===== src/hw/rtl/fsa_pkg.sv =====
// ----------------------------------------------------------------------------
// fsa_pkg
// Shared widths, codes and types of the fraction sum accumulator
// ----------------------------------------------------------------------------
package fsa_pkg;

  // payload widths
  localparam int VALUE_BITS = 16;
  localparam int ACC_BITS   = 63;

  // divider digit and working widths
  localparam int DIGIT_BITS    = 4;
  localparam int WIDE_BITS     = ((ACC_BITS + VALUE_BITS + 1 + DIGIT_BITS - 1) / DIGIT_BITS)
                                 * DIGIT_BITS;
  localparam int WIDE_STEPS    = WIDE_BITS / DIGIT_BITS;
  localparam int SHORT_STEPS   = (VALUE_BITS + DIGIT_BITS - 1) / DIGIT_BITS;
  localparam int SHORT_BITS    = SHORT_STEPS * DIGIT_BITS;
  localparam int STEP_CNT_BITS = $clog2(WIDE_STEPS + 1);

  // stream widths, whole bytes
  localparam int IN_TDATA_BITS  = ((2 * VALUE_BITS + 7) / 8) * 8;
  localparam int OUT_TDATA_BITS = ((2 * ACC_BITS + 7) / 8) * 8;

  // register port
  localparam int APB_ADDR_BITS = 3;
  localparam int APB_DATA_BITS = 32;
  localparam logic REG_INTEGER_MODE = 1'b0;  // word index of integer_mode

  typedef enum logic [1:0] {
    ALU_DIV_SHORT,
    ALU_DIV_WIDE,
    ALU_MUL
  } alu_op_e;

  typedef struct packed {
    logic    start;
    alu_op_e op;
  } alu_req_t;

  typedef struct packed {
    logic busy;
    logic done;
  } alu_rsp_t;

  typedef enum logic [4:0] {
    ST_IDLE,
    ST_GCD_CHK,
    ST_GCD_WAIT,
    ST_N_DIV,
    ST_N_WAIT,
    ST_D_DIV,
    ST_D_WAIT,
    ST_G_MOD,
    ST_G_WAIT,
    ST_AP_DIV,
    ST_AP_WAIT,
    ST_DP_DIV,
    ST_DP_WAIT,
    ST_MUL_A,
    ST_MUL_A_WAIT,
    ST_MUL_B,
    ST_MUL_B_WAIT,
    ST_MUL_C,
    ST_MUL_C_WAIT,
    ST_R_MOD,
    ST_R_WAIT,
    ST_NUM_DIV,
    ST_NUM_WAIT,
    ST_DEN_DIV,
    ST_DEN_WAIT,
    ST_UPDATE,
    ST_EMIT
  } fsa_state_e;

endpackage


===== src/hw/rtl/fsa_alu.sv =====
// ----------------------------------------------------------------------------
// fsa_alu
// Shared arithmetic unit: digit-serial divider and multiplier
// ----------------------------------------------------------------------------
module fsa_alu (
  input  logic                                clk_i,
  input  logic                                rst_ni,
  input  fsa_pkg::alu_req_t                   req_i,
  input  logic [fsa_pkg::WIDE_BITS-1:0]       a_i,
  input  logic [fsa_pkg::VALUE_BITS-1:0]      b_i,
  output fsa_pkg::alu_rsp_t                   rsp_o,
  output logic [fsa_pkg::WIDE_BITS-1:0]       res_o,
  output logic [fsa_pkg::VALUE_BITS-1:0]      rem_o
);
  import fsa_pkg::*;

  logic                          busy_q, busy_d;
  logic                          done_q, done_d;
  logic [STEP_CNT_BITS-1:0]      cnt_q, cnt_d;
  logic [WIDE_BITS-1:0]          dvd_q, dvd_d;
  logic [VALUE_BITS-1:0]         rem_q, rem_d;
  logic [VALUE_BITS-1:0]         dvs_q, dvs_d;
  logic [WIDE_BITS-1:0]          step_dvd;
  logic [VALUE_BITS-1:0]         step_rem;
  logic [VALUE_BITS:0]           trial;
  logic [ACC_BITS+VALUE_BITS-1:0] mul_full;

  assign mul_full = a_i[ACC_BITS-1:0] * b_i;

  // one digit of restoring division, remainder stays below the divisor
  always_comb begin
    step_dvd = dvd_q;
    step_rem = rem_q;
    trial    = '0;
    for (int i = 0; i < DIGIT_BITS; i++) begin
      trial    = {step_rem, step_dvd[WIDE_BITS-1]};
      step_dvd = {step_dvd[WIDE_BITS-2:0], 1'b0};
      if (trial >= {1'b0, dvs_q}) begin
        trial       = trial - {1'b0, dvs_q};
        step_dvd[0] = 1'b1;
      end
      step_rem = trial[VALUE_BITS-1:0];
    end
  end

  always_comb begin
    busy_d = busy_q;
    done_d = 1'b0;
    cnt_d  = cnt_q;
    dvd_d  = dvd_q;
    rem_d  = rem_q;
    dvs_d  = dvs_q;
    if (busy_q) begin
      dvd_d = step_dvd;
      rem_d = step_rem;
      cnt_d = cnt_q - STEP_CNT_BITS'(1);
      if (cnt_q == STEP_CNT_BITS'(1)) begin
        busy_d = 1'b0;
        done_d = 1'b1;
      end
    end else if (req_i.start) begin
      case (req_i.op)
        ALU_MUL: begin
          dvd_d  = WIDE_BITS'(mul_full);
          done_d = 1'b1;
        end
        ALU_DIV_WIDE: begin
          dvd_d  = a_i;
          rem_d  = '0;
          dvs_d  = b_i;
          cnt_d  = STEP_CNT_BITS'(WIDE_STEPS);
          busy_d = 1'b1;
        end
        default: begin
          // short operand sits at the top so only its digits are walked
          dvd_d  = a_i << (WIDE_BITS - SHORT_BITS);
          rem_d  = '0;
          dvs_d  = b_i;
          cnt_d  = STEP_CNT_BITS'(SHORT_STEPS);
          busy_d = 1'b1;
        end
      endcase
    end
  end

  always_ff @(posedge clk_i or negedge rst_ni) begin
    if (!rst_ni) begin
      busy_q <= 1'b0;
      done_q <= 1'b0;
      cnt_q  <= '0;
    end else begin
      busy_q <= busy_d;
      done_q <= done_d;
      cnt_q  <= cnt_d;
    end
  end

  always_ff @(posedge clk_i) begin
    dvd_q <= dvd_d;
    rem_q <= rem_d;
    dvs_q <= dvs_d;
  end

  assign rsp_o.busy = busy_q;
  assign rsp_o.done = done_q;
  assign res_o      = dvd_q;
  assign rem_o      = rem_q;

endmodule


===== src/hw/rtl/fsa_seq.sv =====
// ----------------------------------------------------------------------------
// fsa_seq
// Sequencer and accumulator state, drives the shared arithmetic unit
// ----------------------------------------------------------------------------
module fsa_seq (
  input  logic                            clk_i,
  input  logic                            rst_ni,
  input  logic                            int_mode_i,
  input  logic                            item_valid_i,
  output logic                            item_ready_o,
  input  logic [fsa_pkg::VALUE_BITS-1:0]  num_i,
  input  logic [fsa_pkg::VALUE_BITS-1:0]  den_i,
  input  logic                            last_i,
  output logic                            res_valid_o,
  input  logic                            res_ready_i,
  output logic [fsa_pkg::ACC_BITS-1:0]    sum_num_o,
  output logic [fsa_pkg::ACC_BITS-1:0]    sum_den_o,
  output logic                            overflow_o,
  output fsa_pkg::alu_req_t               alu_req_o,
  output logic [fsa_pkg::WIDE_BITS-1:0]   alu_a_o,
  output logic [fsa_pkg::VALUE_BITS-1:0]  alu_b_o,
  input  fsa_pkg::alu_rsp_t               alu_rsp_i,
  input  logic [fsa_pkg::WIDE_BITS-1:0]   alu_res_i,
  input  logic [fsa_pkg::VALUE_BITS-1:0]  alu_rem_i
);
  import fsa_pkg::*;

  fsa_state_e             state_q, state_d;
  fsa_state_e             ret_q, ret_d;
  logic [VALUE_BITS-1:0]  ga_q, ga_d;
  logic [VALUE_BITS-1:0]  gb_q, gb_d;
  logic [VALUE_BITS-1:0]  n_q, n_d;
  logic [VALUE_BITS-1:0]  d_q, d_d;
  logic [VALUE_BITS-1:0]  dp_q, dp_d;
  logic [ACC_BITS-1:0]    ap_q, ap_d;
  logic [WIDE_BITS-1:0]   numw_q, numw_d;
  logic [WIDE_BITS-1:0]   denw_q, denw_d;
  logic                   last_q, last_d;
  logic [ACC_BITS-1:0]    acc_num_q, acc_num_d;
  logic [ACC_BITS-1:0]    acc_den_q, acc_den_d;
  logic                   ovf_q, ovf_d;
  logic                   done;
  logic                   too_big;

  assign done    = alu_rsp_i.done;
  assign too_big = (|numw_q[WIDE_BITS-1:ACC_BITS]) || (|denw_q[WIDE_BITS-1:ACC_BITS]);

  // next state
  always_comb begin
    state_d = state_q;
    case (state_q)
      ST_IDLE:       if (item_valid_i) state_d = ST_GCD_CHK;
      ST_GCD_CHK:    state_d = (gb_q == '0) ? ret_q : ST_GCD_WAIT;
      ST_GCD_WAIT:   if (done) state_d = ST_GCD_CHK;
      ST_N_DIV:      state_d = ST_N_WAIT;
      ST_N_WAIT:     if (done) state_d = ST_D_DIV;
      ST_D_DIV:      state_d = ST_D_WAIT;
      ST_D_WAIT:     if (done) state_d = ST_G_MOD;
      ST_G_MOD:      state_d = ST_G_WAIT;
      ST_G_WAIT:     if (done) state_d = ST_GCD_CHK;
      ST_AP_DIV:     state_d = ST_AP_WAIT;
      ST_AP_WAIT:    if (done) state_d = ST_DP_DIV;
      ST_DP_DIV:     state_d = ST_DP_WAIT;
      ST_DP_WAIT:    if (done) state_d = ST_MUL_A;
      ST_MUL_A:      state_d = ST_MUL_A_WAIT;
      ST_MUL_A_WAIT: if (done) state_d = ST_MUL_B;
      ST_MUL_B:      state_d = ST_MUL_B_WAIT;
      ST_MUL_B_WAIT: if (done) state_d = ST_MUL_C;
      ST_MUL_C:      state_d = ST_MUL_C_WAIT;
      ST_MUL_C_WAIT: if (done) state_d = ST_R_MOD;
      ST_R_MOD:      state_d = ST_R_WAIT;
      ST_R_WAIT:     if (done) state_d = ST_GCD_CHK;
      ST_NUM_DIV:    state_d = ST_NUM_WAIT;
      ST_NUM_WAIT:   if (done) state_d = ST_DEN_DIV;
      ST_DEN_DIV:    state_d = ST_DEN_WAIT;
      ST_DEN_WAIT:   if (done) state_d = ST_UPDATE;
      ST_UPDATE:     state_d = last_q ? ST_EMIT : ST_IDLE;
      ST_EMIT:       if (res_ready_i) state_d = ST_IDLE;
      default:       state_d = ST_IDLE;
    endcase
  end

  // unit requests and handshakes
  always_comb begin
    item_ready_o    = (state_q == ST_IDLE);
    res_valid_o     = (state_q == ST_EMIT);
    alu_req_o.start = 1'b0;
    alu_req_o.op    = ALU_DIV_SHORT;
    alu_a_o         = '0;
    alu_b_o         = '0;
    case (state_q)
      ST_GCD_CHK: begin
        alu_req_o.start = (gb_q != '0);
        alu_a_o         = WIDE_BITS'(ga_q);
        alu_b_o         = gb_q;
      end
      ST_N_DIV: begin
        alu_req_o.start = 1'b1;
        alu_a_o         = WIDE_BITS'(n_q);
        alu_b_o         = ga_q;
      end
      ST_D_DIV, ST_DP_DIV: begin
        alu_req_o.start = 1'b1;
        alu_a_o         = WIDE_BITS'(d_q);
        alu_b_o         = ga_q;
      end
      ST_G_MOD: begin
        alu_req_o.start = 1'b1;
        alu_req_o.op    = ALU_DIV_WIDE;
        alu_a_o         = WIDE_BITS'(acc_den_q);
        alu_b_o         = d_q;
      end
      ST_AP_DIV: begin
        alu_req_o.start = 1'b1;
        alu_req_o.op    = ALU_DIV_WIDE;
        alu_a_o         = WIDE_BITS'(acc_den_q);
        alu_b_o         = ga_q;
      end
      ST_MUL_A: begin
        alu_req_o.start = 1'b1;
        alu_req_o.op    = ALU_MUL;
        alu_a_o         = WIDE_BITS'(acc_num_q);
        alu_b_o         = dp_q;
      end
      ST_MUL_B: begin
        alu_req_o.start = 1'b1;
        alu_req_o.op    = ALU_MUL;
        alu_a_o         = WIDE_BITS'(ap_q);
        alu_b_o         = n_q;
      end
      ST_MUL_C: begin
        alu_req_o.start = 1'b1;
        alu_req_o.op    = ALU_MUL;
        alu_a_o         = WIDE_BITS'(ap_q);
        alu_b_o         = d_q;
      end
      ST_R_MOD, ST_NUM_DIV: begin
        alu_req_o.start = 1'b1;
        alu_req_o.op    = ALU_DIV_WIDE;
        alu_a_o         = numw_q;
        alu_b_o         = ga_q;
      end
      ST_DEN_DIV: begin
        alu_req_o.start = 1'b1;
        alu_req_o.op    = ALU_DIV_WIDE;
        alu_a_o         = denw_q;
        alu_b_o         = ga_q;
      end
      default: begin
        alu_req_o.start = 1'b0;
      end
    endcase
  end

  // working registers
  always_comb begin
    ret_d     = ret_q;
    ga_d      = ga_q;
    gb_d      = gb_q;
    n_d       = n_q;
    d_d       = d_q;
    dp_d      = dp_q;
    ap_d      = ap_q;
    numw_d    = numw_q;
    denw_d    = denw_q;
    last_d    = last_q;
    acc_num_d = acc_num_q;
    acc_den_d = acc_den_q;
    ovf_d     = ovf_q;
    case (state_q)
      ST_IDLE: begin
        if (item_valid_i) begin
          n_d    = num_i;
          d_d    = (int_mode_i || den_i == '0) ? VALUE_BITS'(1) : den_i;
          last_d = last_i;
          ga_d   = num_i;
          gb_d   = (int_mode_i || den_i == '0) ? VALUE_BITS'(1) : den_i;
          ret_d  = ST_N_DIV;
        end
      end
      ST_GCD_WAIT: begin
        if (done) begin
          ga_d = gb_q;
          gb_d = alu_rem_i;
        end
      end
      ST_N_WAIT:   if (done) n_d = alu_res_i[VALUE_BITS-1:0];
      ST_D_WAIT:   if (done) d_d = alu_res_i[VALUE_BITS-1:0];
      ST_G_WAIT: begin
        if (done) begin
          ga_d  = d_q;
          gb_d  = alu_rem_i;
          ret_d = ST_AP_DIV;
        end
      end
      ST_AP_WAIT:    if (done) ap_d = alu_res_i[ACC_BITS-1:0];
      ST_DP_WAIT:    if (done) dp_d = alu_res_i[VALUE_BITS-1:0];
      ST_MUL_A_WAIT: if (done) numw_d = alu_res_i;
      ST_MUL_B_WAIT: if (done) numw_d = numw_q + alu_res_i;
      ST_MUL_C_WAIT: if (done) denw_d = alu_res_i;
      ST_R_WAIT: begin
        // common factor of the new sum divides the denominators' gcd
        if (done) begin
          gb_d  = alu_rem_i;
          ret_d = ST_NUM_DIV;
        end
      end
      ST_NUM_WAIT: if (done) numw_d = alu_res_i;
      ST_DEN_WAIT: if (done) denw_d = alu_res_i;
      ST_UPDATE: begin
        if (too_big) begin
          acc_num_d = '1;
          acc_den_d = ACC_BITS'(1);
          ovf_d     = 1'b1;
        end else begin
          acc_num_d = numw_q[ACC_BITS-1:0];
          acc_den_d = denw_q[ACC_BITS-1:0];
        end
      end
      ST_EMIT: begin
        if (res_ready_i) begin
          acc_num_d = '0;
          acc_den_d = ACC_BITS'(1);
          ovf_d     = 1'b0;
        end
      end
      default: begin
        ret_d = ret_q;
      end
    endcase
  end

  always_ff @(posedge clk_i or negedge rst_ni) begin
    if (!rst_ni) begin
      state_q   <= ST_IDLE;
      acc_num_q <= '0;
      acc_den_q <= ACC_BITS'(1);
      ovf_q     <= 1'b0;
    end else begin
      state_q   <= state_d;
      acc_num_q <= acc_num_d;
      acc_den_q <= acc_den_d;
      ovf_q     <= ovf_d;
    end
  end

  always_ff @(posedge clk_i) begin
    ret_q  <= ret_d;
    ga_q   <= ga_d;
    gb_q   <= gb_d;
    n_q    <= n_d;
    d_q    <= d_d;
    dp_q   <= dp_d;
    ap_q   <= ap_d;
    numw_q <= numw_d;
    denw_q <= denw_d;
    last_q <= last_d;
  end

  assign sum_num_o  = acc_num_q;
  assign sum_den_o  = acc_den_q;
  assign overflow_o = ovf_q;

endmodule


===== src/hw/rtl/fraction_sum_accumulator.sv =====
// ----------------------------------------------------------------------------
// fraction_sum_accumulator
// Running sum of non-negative fractions kept in lowest terms, with a
// sticky saturation flag and an integer mode
// ----------------------------------------------------------------------------
// Each input transaction carries a fraction num/den and is added to the
// accumulator, which is then reduced to lowest terms; on a transaction with
// tlast set the reduced sum leaves on the master side and the accumulator is
// cleared. All arithmetic runs through one shared unit under a sequencer: a
// divider that retires four quotient bits per cycle and a 63x16 multiplier.
// One item takes five 80-bit divisions, three 16-bit divisions, three
// multiplies and three Euclidean gcd loops on 16-bit values, besides the
// accept, the three loop exits and the update; an item that closes a sum
// also passes the emit state. s_axis_tready is high only while the
// sequencer is idle; a finished sum waits in the output register, so the
// next item can already start. integer_mode is the only register, at byte
// address 0; a zero denominator counts as 1, and a sum that no longer fits
// 63 bits saturates to (2^63 - 1) / 1 and sets overflow until the sum
// leaves.
module fraction_sum_accumulator (
  input  logic                                   clk_i,
  input  logic                                   rst_ni,
  // register port
  input  logic                                   psel,
  input  logic                                   penable,
  input  logic                                   pwrite,
  input  logic [fsa_pkg::APB_ADDR_BITS-1:0]      paddr,
  input  logic [fsa_pkg::APB_DATA_BITS-1:0]      pwdata,
  output logic [fsa_pkg::APB_DATA_BITS-1:0]      prdata,
  output logic                                   pready,
  // item input
  input  logic                                   s_axis_tvalid,
  output logic                                   s_axis_tready,
  input  logic [fsa_pkg::IN_TDATA_BITS-1:0]      s_axis_tdata,   // num_in, den_in
  input  logic                                   s_axis_tlast,   // is_last
  // result output
  output logic                                   m_axis_tvalid,
  input  logic                                   m_axis_tready,
  output logic [fsa_pkg::OUT_TDATA_BITS-1:0]     m_axis_tdata,   // sum_num, sum_den
  output logic                                   m_axis_tuser    // overflow
);
  import fsa_pkg::*;

  logic                  int_mode_q, int_mode_d;
  logic                  cfg_write;
  logic                  res_valid;
  logic                  res_ready;
  logic [ACC_BITS-1:0]   res_num;
  logic [ACC_BITS-1:0]   res_den;
  logic                  res_ovf;
  logic                  out_valid_q, out_valid_d;
  logic [ACC_BITS-1:0]   out_num_q, out_num_d;
  logic [ACC_BITS-1:0]   out_den_q, out_den_d;
  logic                  out_ovf_q, out_ovf_d;
  alu_req_t              alu_req;
  alu_rsp_t              alu_rsp;
  logic [WIDE_BITS-1:0]  alu_a;
  logic [VALUE_BITS-1:0] alu_b;
  logic [WIDE_BITS-1:0]  alu_res;
  logic [VALUE_BITS-1:0] alu_rem;

  // register port, no wait states
  assign pready     = 1'b1;
  assign cfg_write  = psel && penable && pwrite && pready;
  assign int_mode_d = (cfg_write && paddr[2] == REG_INTEGER_MODE) ? pwdata[0] : int_mode_q;
  assign prdata     = (paddr[2] == REG_INTEGER_MODE) ? APB_DATA_BITS'(int_mode_q) : '0;

  fsa_seq u_seq (
    .clk_i        (clk_i),
    .rst_ni       (rst_ni),
    .int_mode_i   (int_mode_q),
    .item_valid_i (s_axis_tvalid),
    .item_ready_o (s_axis_tready),
    .num_i        (s_axis_tdata[VALUE_BITS-1:0]),
    .den_i        (s_axis_tdata[2*VALUE_BITS-1:VALUE_BITS]),
    .last_i       (s_axis_tlast),
    .res_valid_o  (res_valid),
    .res_ready_i  (res_ready),
    .sum_num_o    (res_num),
    .sum_den_o    (res_den),
    .overflow_o   (res_ovf),
    .alu_req_o    (alu_req),
    .alu_a_o      (alu_a),
    .alu_b_o      (alu_b),
    .alu_rsp_i    (alu_rsp),
    .alu_res_i    (alu_res),
    .alu_rem_i    (alu_rem)
  );

  fsa_alu u_alu (
    .clk_i  (clk_i),
    .rst_ni (rst_ni),
    .req_i  (alu_req),
    .a_i    (alu_a),
    .b_i    (alu_b),
    .rsp_o  (alu_rsp),
    .res_o  (alu_res),
    .rem_o  (alu_rem)
  );

  // output register, takes a new sum while the old one is being drained
  assign res_ready = !out_valid_q || m_axis_tready;

  always_comb begin
    out_valid_d = out_valid_q;
    out_num_d   = out_num_q;
    out_den_d   = out_den_q;
    out_ovf_d   = out_ovf_q;
    if (res_valid && res_ready) begin
      out_valid_d = 1'b1;
      out_num_d   = res_num;
      out_den_d   = res_den;
      out_ovf_d   = res_ovf;
    end else if (m_axis_tready) begin
      out_valid_d = 1'b0;
    end
  end

  always_ff @(posedge clk_i or negedge rst_ni) begin
    if (!rst_ni) begin
      int_mode_q  <= 1'b0;
      out_valid_q <= 1'b0;
    end else begin
      int_mode_q  <= int_mode_d;
      out_valid_q <= out_valid_d;
    end
  end

  always_ff @(posedge clk_i) begin
    out_num_q <= out_num_d;
    out_den_q <= out_den_d;
    out_ovf_q <= out_ovf_d;
  end

  assign m_axis_tvalid = out_valid_q;
  assign m_axis_tdata  = OUT_TDATA_BITS'({out_den_q, out_num_q});
  assign m_axis_tuser  = out_ovf_q;

endmodule


===== config.mk =====
export PLATFORM = sky130hd
export DESIGN_NAME = fraction_sum_accumulator
export DESIGN_NICKNAME = d
export VERILOG_FILES = /design/src/hw/rtl/fsa_pkg.sv /design/src/hw/rtl/fsa_alu.sv /design/src/hw/rtl/fsa_seq.sv /design/src/hw/rtl/fraction_sum_accumulator.sv
export SDC_FILE = /design/constraint.sdc
export NUM_CORES = 2
export LEC_CHECK = 0
export BUFFER_PORTS_ARGS = -buffer_cell sky130_fd_sc_hd__buf_2
export CORE_ASPECT_RATIO = 2
export CORE_MARGIN = 3
export CORE_UTILIZATION = 40
export DETAILED_ROUTE_END_ITERATION = 10
export GPL_ROUTABILITY_DRIVEN = 0
export PLACE_DENSITY = 0.61
export RECOVER_POWER = 25
export REMOVE_ABC_BUFFERS = 1
export SETUP_SLACK_MARGIN = 0.02
export SYNTH_ARGS = -nofsm -noshare
export SYNTH_HDL_FRONTEND = slang
export SYNTH_SLANG_ARGS = --single-unit

===== constraint.sdc =====
create_clock -name clk_i -period 13.95 [get_ports clk_i]
set_input_delay 2.0925 -clock clk_i [delete_from_list [all_inputs] [get_ports clk_i]]
set_output_delay 2.0925 -clock clk_i [all_outputs]
set_load 0.05 [all_outputs]

==> results.json <==
{
  "synth_top_area_share": 0.2543,
  "grt_overflow": 0,
  "cp-end-kind": "register",
  "clock_sinks": 687,
  "post_cts_buffers": 0,
  "vias": 56437,
  "synth_area_um2": 67470,
  "clock_latency_ns": 0.69,
  "status": "finished, violations left",
  "start_kind": "register",
  "synthCells": 7143,
  "avgSynthCellArea_um2": 9.446,
  "grt_pass1_vias": 59995,
  "synth_cell_types": 93,
  "routed_via_density": 6.063,
  "failed_checks": "max-capacitance violations, max-slew violations",
  "core_um2": 167100,
  "ys_seq_area_frac": 0.2953,
  "grt_start_max_net_pins": 92,
  "synth_area_leaders": "fa_1 25%, edfxtp_1 24%, nand2_1 6.7%",
  "worst_clock_skew_ns": 0.02844,
  "dr.pass1.iters": 6,
  "yosysWarnings": 0,
  "dieArea_um2": 173900,
  "crit_end": "u_alu.rem_o[0]",
  "port_buffers": 171,
  "rsz0062_at_grt": "false",
  "critPathRequiredTime_ns": 14.36,
  "wirelength_um": 261300,
  "cts_buffer_depth": 3,
  "synth_most_common_cell": "nand2_1",
  "ir_worst_vdd_uv": 79.89,
  "initial_utilization": 0.4038,
  "regArea_um2": 19930,
  "fmax_mhz": 79.34,
  "drive_above_1_share": 0.07746,
  "r2r_slack_ns": 1.35,
  "path_class": "register to register",
  "htreeDepth": 3,
  "clockRootBuffer": "clkbuf_16",
  "synthArstFlopShare": 0.2052,
  "final_nets": 8339,
  "syn_to_final_growth_pct": 8.267,
  "setup_viol": 0,
  "relSlewSlack": -1.688,
  "fin_hold_ws_ns": 0.4688,
  "place_ws_ns": 1.617,
  "maxCapViolCount": 2,
  "period_needed_ns": 12.60,
  "synthTopCellsByCount": "1204 x nand2_1, 991 x inv_1, 857 x fa_1",
  "place_area_um2": 70740,
  "yosys.area.top_type": "fa_1",
  "hold_buffers": 0,
  "grt_pass1_wl_um": 382400,
  "die_y_um": 586.8,
  "p_leak_nw": 30.05,
  "hold_class": "register to register",
  "fillerInstances": 16147,
  "synth_edf_count": 546,
  "grt_usage": 0.3000,
  "r2r_start": "u_alu.dvs_q[1]",
  "pin_count": 239,
  "slew_viol_final": 97,
  "reg2regPathDepth": 43,
  "total_power_mw": 4.256,
  "cp_slowest_cell": "o41ai_1",
  "power_density_nw_per_um2": 58.27,
  "timing.setup.tns_ns": 0,
  "finalCritPeriodShare": 0.9036,
  "drc_errors": 0,
  "setup_ws_ns": 1.345,
  "worstMarginPinSlew_ns": 4.032,
  "grt_antenna_before_repair": 9,
  "final-hold-violation-count": 0,
  "cts_tree": "built",
  "die_x_um": 296.4,
  "fin_area_um2": 73050,
  "worstPathMaxFanout": 33,
  "startpoint": "u_alu.dvs_q[1]",
  "hpwl_um": 198300,
  "dr.first_iter.drc_count": 5209,
  "numCtsBuffers": 70,
  "synth_seq_cells": 687,
  "critPathArrivalTime_ns": 13.01,
  "multiInputGateArea_um2": 42400,
  "slowest_delay_ns": 0.71,
  "fp-row-count": 212,
  "cts.clk_slew.worst_paths_ns": 0.07,
  "timing.rr.end": "u_alu.rem_o[0]",
  "ctsResizeCount": 0,
  "drt-wirelength-per-cell_um": 28.07,
  "synthFlopType": "edfxtp_1",
  "drtAntennaViolNets": 0
}
## registers in the layout, summed over array words and instances, names as in the netlist, 63 cells and up
name	cells
u_seq.denw_q	80
u_seq.sum_num_o	63
u_alu.res_o	80
u_seq.ap_q	63
u_seq.sum_den_o	63
u_seq.numw_q	80
out_den_q	63
out_num_q	63
## per-stage QoR
step	utilization	cells
floorplan	-	6728
global placement	0.4233	9177
detailed placement	0.4233	9177
CTS	0.4373	9305
global route	0.4371	9306
finish	0.4371	9309
## routing by layer
layer / track usage / vias up / wire length (µm)
li1: - / 23665 / -
met1: 0.2896 / 28263 / 78990
met2: 0.5241 / 3219 / 130300
met3: 0.05021 / 1284 / 18780
met4: 0.3012 / 6 / 33200
met5: 0 / - / 42
## power by group
group | switching (mW) | leakage, nW | internal [mW]
Combinational | 0.0519 | 22.8 | 0.0126
Sequential | 0.00109 | 6.13 | 2.19
Clock | 0.931 | 1.14 | 1.07
## area by class of cell
cell class | count | area share
multi-input combinational | 5042 | 0.5805
inverter | 999 | 0.05147
timing repair buffer | 309 | 0.02634
sequential | 687 | 0.2728
antenna | 4 | 0.0001370
clock buffer | 86 | 0.02605
tap | 2140 | 0.03665
clock inverter | 42 | 0.006046
## layout by cell type (no fill, tap or decap), types with 28 or more instances in the layout
master,n
nor4_1,28
and3_1,28
nor2b_1,31
ha_1,297
nor3_1,102
clkbuf_16,71
a22oi_1,167
buf_2,169
nand3_1,72
a221oi_1,38
and2_1,59
mux2_2,39
o21ai_0,315
xnor2_1,115
edfxtp_1,546
o21bai_1,32
xor2_1,79
o21a_1,30
a21oi_1,349
nand4_1,63
nand2b_1,40
nor2_1,470
conb_1,34
a22o_1,79
a21o_1,93
fa_1,857
buf_4,130
dfrtp_1,139
nand2_1,1202
a222oi_1,40
a221o_1,35
inv_1,988
## cell families (layout without fill, tap and decap cells)
| kind of cell | Yosys count | after routing | share of synthesized area |
|---|---|---|---|
| multiplexers | 46 | 46 | 0.007548 |
| adder cells (fa/ha/maj) | 1155 | 1155 | 0.3095 |
| XOR/XNOR | 194 | 194 | 0.02518 |
| flip-flops | 687 | 687 | 0.2953 |
| other | 2 | 38 | 0.0001113 |
| AND/OR/NAND/NOR | 2188 | 2188 | 0.1383 |
| AO/OA/AOI/OAI | 1425 | 1425 | 0.1413 |
| buffers and inverters | 1446 | 1436 | 0.08278 |
## critical path, delay by kind of cell (launching register included)
family | cells | cell delay, ns
AOI/OAI and AO/OA | 27 | 8.08
adders and majority gates | 4 | 1.30
buffers and inverters | 4 | 0.85
DFF | 1 | 0.48
muxes | 1 | 0.29
and+or+nand+nor | 7 | 1.30
## how the worst min path moves through the flow
stage	to	start	slack [ns]	cells after the start
after floorplan	m_axis_tuser	u_seq.overflow_o	0.43	0
after global placement	m_axis_tuser	u_seq.overflow_o	0.44	0
after detailed placement	m_axis_tuser	u_seq.overflow_o	0.45	0
after CTS	m_axis_tuser	u_seq.overflow_o	0.47	0
after global routing	m_axis_tuser	u_seq.overflow_o	0.48	0
final	m_axis_tuser	u_seq.overflow_o	0.47	0
(Power assumes the default switching activity.)
